<file path="src/rtl/mlqs_pkg.sv">
package mlqs_pkg;

    localparam int MAX_PROCESSES = 128;
    localparam int IDX_W = $clog2(MAX_PROCESSES);
    localparam int CNT_W = $clog2(MAX_PROCESSES + 1);
    localparam int REC_W = 34;

    localparam logic [1:0] ACT_LOAD  = 2'd0;
    localparam logic [1:0] ACT_TICK  = 2'd1;
    localparam logic [1:0] ACT_CLEAR = 2'd2;

    localparam logic [1:0] CLASS_NONE = 2'd0;
    localparam logic [1:0] CLASS_SJF  = 2'd1;
    localparam logic [1:0] CLASS_PRIO = 2'd2;
    localparam logic [1:0] CLASS_RR   = 2'd3;

    // phase code doubles as the queue number reported with a slot
    typedef enum logic [1:0] {
        PH_DONE = 2'd0,
        PH_Q1   = 2'd1,
        PH_Q2   = 2'd2,
        PH_Q3   = 2'd3
    } phase_t;

    typedef enum logic [1:0] {
        ST_IDLE,
        ST_TICK,
        ST_SCAN
    } ctrl_state_t;

    typedef struct packed {
        logic load_en;
        logic clear_en;
        logic full_out;
        logic burst_step;
        logic scan_start;
        logic scan_run;
        logic commit;
        logic advance;
    } dp_cmd_t;

    typedef struct packed {
        phase_t phase;
        logic   slots_nz;
        logic   full;
        logic   scan_done;
        logic   found;
    } dp_status_t;

endpackage

</file>
<file path="src/rtl/mlqs_ctrl.sv">
module mlqs_ctrl (
    input  logic                 clk,
    input  logic                 rst_n,
    input  logic                 start,
    input  logic [1:0]           action,
    input  logic [1:0]           queue_class,
    input  mlqs_pkg::dp_status_t status,
    output mlqs_pkg::dp_cmd_t    cmd,
    output logic                 busy
);

    mlqs_pkg::ctrl_state_t state_reg, state_next;

    // hold state
    always_ff @(posedge clk or negedge rst_n)
    begin
        if (!rst_n)
        begin
            state_reg <= mlqs_pkg::ST_IDLE;
        end
        else
        begin
            state_reg <= state_next;
        end
    end

    // decode requests and sequence the tick
    always_comb
    begin
        state_next = state_reg;
        cmd = '0;
        case (state_reg)
            mlqs_pkg::ST_IDLE:
            begin
                if (start)
                begin
                    if (action == mlqs_pkg::ACT_LOAD && queue_class != mlqs_pkg::CLASS_NONE)
                    begin
                        if (status.full)
                        begin
                            cmd.full_out = 1'b1;
                        end
                        else
                        begin
                            cmd.load_en = 1'b1;
                        end
                    end
                    else if (action == mlqs_pkg::ACT_CLEAR)
                    begin
                        cmd.clear_en = 1'b1;
                    end
                    else if (action == mlqs_pkg::ACT_TICK)
                    begin
                        state_next = mlqs_pkg::ST_TICK;
                    end
                end
            end
            mlqs_pkg::ST_TICK:
            begin
                if (status.phase == mlqs_pkg::PH_DONE)
                begin
                    cmd.advance = 1'b1;
                    state_next = mlqs_pkg::ST_IDLE;
                end
                else if (status.slots_nz)
                begin
                    cmd.burst_step = 1'b1;
                    state_next = mlqs_pkg::ST_IDLE;
                end
                else
                begin
                    cmd.scan_start = 1'b1;
                    state_next = mlqs_pkg::ST_SCAN;
                end
            end
            mlqs_pkg::ST_SCAN:
            begin
                if (!status.scan_done)
                begin
                    cmd.scan_run = 1'b1;
                end
                else if (status.found)
                begin
                    cmd.commit = 1'b1;
                    state_next = mlqs_pkg::ST_IDLE;
                end
                else
                begin
                    // queue exhausted: move on and retry within this tick, or end the schedule after queue three
                    cmd.advance = 1'b1;
                    if (status.phase == mlqs_pkg::PH_Q3)
                    begin
                        state_next = mlqs_pkg::ST_IDLE;
                    end
                    else
                    begin
                        state_next = mlqs_pkg::ST_TICK;
                    end
                end
            end
            default:
            begin
                state_next = mlqs_pkg::ST_IDLE;
            end
        endcase
    end

    assign busy = (state_reg != mlqs_pkg::ST_IDLE);

endmodule

</file>
<file path="config.mk">
export PLATFORM = sky130hd
export DESIGN_NAME = mlqs_ctrl
export DESIGN_NICKNAME = d
export VERILOG_FILES = /design/src/rtl/mlqs_pkg.sv /design/src/rtl/mlqs_ctrl.sv
export SDC_FILE = /design/constraint.sdc
export NUM_CORES = 1
export LEC_CHECK = 0
export BUFFER_PORTS_ARGS = -buffer_cell sky130_fd_sc_hd__buf_2
export CORE_AREA = 2 2 39 41
export DETAILED_ROUTE_END_ITERATION = 7
export DIE_AREA = 0 0 41 43
export SLEW_MARGIN = 20
export SYNTH_ARGS = -nofsm -noshare
export SYNTH_HDL_FRONTEND = slang
export SYNTH_SLANG_ARGS = --single-unit
</file>
<file path="constraint.sdc">
create_clock -name clk -period 4.4 [get_ports clk]
set_input_delay 0.88 -clock clk [delete_from_list [all_inputs] [get_ports clk]]
set_output_delay 0.88 -clock clk [all_outputs]
set_load 0.005 [all_outputs]
</file>
==> results.ini <==
[logic_synthesis]
post_synth_most_frequent_cells = 6 x sky130_fd_sc_hd__nor2_1, 5 x sky130_fd_sc_hd__ha_1, 5 x sky130_fd_sc_hd__inv_1
synth_area_um2 = 290
top_cells_by_area_in_the_synthesized_netlist = sky130_fd_sc_hd__ha_1 22%, sky130_fd_sc_hd__dfrtp_1 17%, sky130_fd_sc_hd__mux2_1 7.8%, sky130_fd_sc_hd__nor2_1 7.8%, sky130_fd_sc_hd__inv_1 6.5%
synth.net_count = 56
synthDominantCellAreaShare = 0.216
synthDistinctLibCells = 18
ys.flop_type = sky130_fd_sc_hd__dfrtp_1
synthesis.instances = 38
synth.most_common_cell = sky130_fd_sc_hd__nor2_1
ys_async_sr_fraction = 1.00
synth_enable_flop_cells = 0
yosys_register_bits = 2
yosysTopAreaCell = sky130_fd_sc_hd__ha_1
synth-warning-count = 0
syn_area_per_cell_um2 = 7.64
register_area_share_after_synthesis = 0.172

[layout]
final_nets = 82
antenna_cells_inserted = 0
share_of_layout_cells_above_drive_strength_1 = 0.452
max_reg_flops = 2
number_of_inserted_filler_cells_in_the_final_layout = 168
syn2layout_area_growth_pct = 50.9

[routing]
via_per_inst = 4.03
postRouteWirelength_um = 665
drt_first_iter_violations = 0
drc_errors = 0
num_vias = 314
antenna_left = 0
detail_route.first_pass.iterations = 1
route.detailed.wl_per_inst_um = 8.53

[pwr]
vdd_drop_max_mv = 0.189
p_seq_frac = 0.180
p_sw_uw = 87.7
power.share.switching = 0.414
totalPowerFinal_uw = 212
static-leakage-power_uw = 0.000257
cell_internal_pwr_uw = 124
power.combinational.fraction = 0.626
power.share.clock = 0.194
p_per_area_mw_per_mm2 = 485

[critical_path]
setup.worst_path.class = in2out
crit_path_max_fanout = 3
critPathCaptureType = output pin
crit_path_start_kind = primary input
cp_data_required_time_ns = 3.52
critPathArrivalTime_ns = 1.72

[place]
dpl.hpwl_um = 578
buffer_ports.inserted = 21
place_congestion = 0.570

[cts]
clockRootBuffer = sky130_fd_sc_hd__clkbuf_4
cts_tree = done
clk_pin_slew_ns = 0.03
cts.htree.levels = 1
cts_inserted_buffers = 3
clockBufferDepth = 2
numClockSinks = 2
cts.repair_timing.setup_buffer_count = 0
clkLatencyLatePin_ns = 0.22
postCtsResizedCells = 0
post_cts_hold_buffers = 0

[outcome]
status = completed

[floorplan]
die_width_um = 41
die_area_mm2 = 0.00176
core_area_mm2 = 0.00138
die_y_um = 43
io-pin-count = 22
rows = 14
initial_core_util = 0.210

[sta]
layout_min_cycle_time_ns = 2.60
setup_repair_after_global_routing_missed_its_margin = no
slew_headroom = 0.789
setup_violations = 0
final_min_period_over_clock_period = 0.590
final.setup_skew_ns = 0.00246
final-max-slew-violation-count = 0
timing_worst_slew_pin_value_ns = 0.314
timing.fmax_mhz = 385
setup-tns-final_ns = 0
finalHoldViolCount = 0

[global_route]
grt.overflow.total = 0
grt_use_total = 0.0854
grt_antenna_before_repair = 0
pin_count_of_the_biggest_net_entering_global_routing = 7
grt_first_pass_wirelength_um = 966
grt_pass1_vias = 291

[job]
max_cap_viol_count = 0

[worst_hold_path]
holdCritPathClass = in2async

==> worst max-delay path: stages <==
cell and delay, ns:
sky130_fd_sc_hd__buf_2 0.11, sky130_fd_sc_hd__nor2b_2 0.17, sky130_fd_sc_hd__o21ai_2 0.10, sky130_fd_sc_hd__nor4b_1 0.29, sky130_fd_sc_hd__buf_2 0.17
==> per-stage QoR <==
stage               instance area [um2]  instances  hold slack (ns)  worst slack (ns)  utilization
finish                              438         78            0.432              1.80        0.316
global route                        438         78            0.419              1.73        0.316
CTS                                 438         78            0.423              1.80        0.316
detailed placement                  415         75            0.552              1.80        0.300
global placement                    415         75            0.551              1.88        0.300
floorplan                           290         38            0.517              2.10            -
==> cell usage in the layout (no fill, tap or decap), drive strengths merged, types with 3 or more instances in the layout <==
cell type and instances:
inv 5, o21ai 4, nor2 6, clkbuf 3, ha 5, buf 21, nand2 4
==> cells by family (layout without fill, tap and decap cells) <==
| group | after synthesis | in the layout | synth area share |
|---|---|---|---|
| multiplexers | 2 | 2 | 0.0776 |
| AO/OA/AOI/OAI | 7 | 7 | 0.177 |
| flip-flops | 2 | 2 | 0.172 |
| adder cells (fa/ha/maj) | 5 | 5 | 0.216 |
| buffers and inverters | 5 | 29 | 0.0647 |
| AND/OR/NAND/NOR | 17 | 17 | 0.293 |
==> routing by layer <==
metal | vias to the layer above | global-route usage | wire length [um]
met5 | - | 0 | 0
met4 | 0 | 0.0800 | 0
met3 | 0 | 0.0314 | 43
met2 | 8 | 0.138 | 350
met1 | 130 | 0.0742 | 270
li1 | 176 | - | -
==> layout make-up <==
type / instances / area [um2] / area share
inverter: 5 / 18.8 / 0.0429
tap: 16 / 20.0 / 0.0457
clock buffer: 3 / 22.5 / 0.0514
multi-input combinational: 31 / 221 / 0.506
timing repair buffer: 21 / 105 / 0.240
sequential: 2 / 50.0 / 0.114
==> power by group through the flow <==
stage,logic (uW),clock network [uW],registers (uW)
4_1_cts,137,44.3,38.0
3_5_place_dp,136,0,38.3
2_1_floorplan,93.2,0,36.3
6_report,133,41.2,38.1
3_3_place_gp,134,0,38.3
5_1_grt,154,46.4,40.5
==> path summary, 6_finish.rpt <==
check / slack, ns / from / depth (start not counted) / end
worst max-delay path: 1.80 / action[0] / 5 / cmd[7]
worst min-delay path: 0.43 / rst_n / 1 / state_reg[0]
worst max register to register: 2.80 / state_reg[0] / 6 / state_reg[0]
worst min register to register: 0.56 / state_reg[1] / 1 / state_reg[1]
max in group asynchronous: 3.87 / rst_n / 1 / state_reg[1]
min in group clk: 0.56 / state_reg[1] / 1 / state_reg[1]
(Power assumes the default switching activity.)
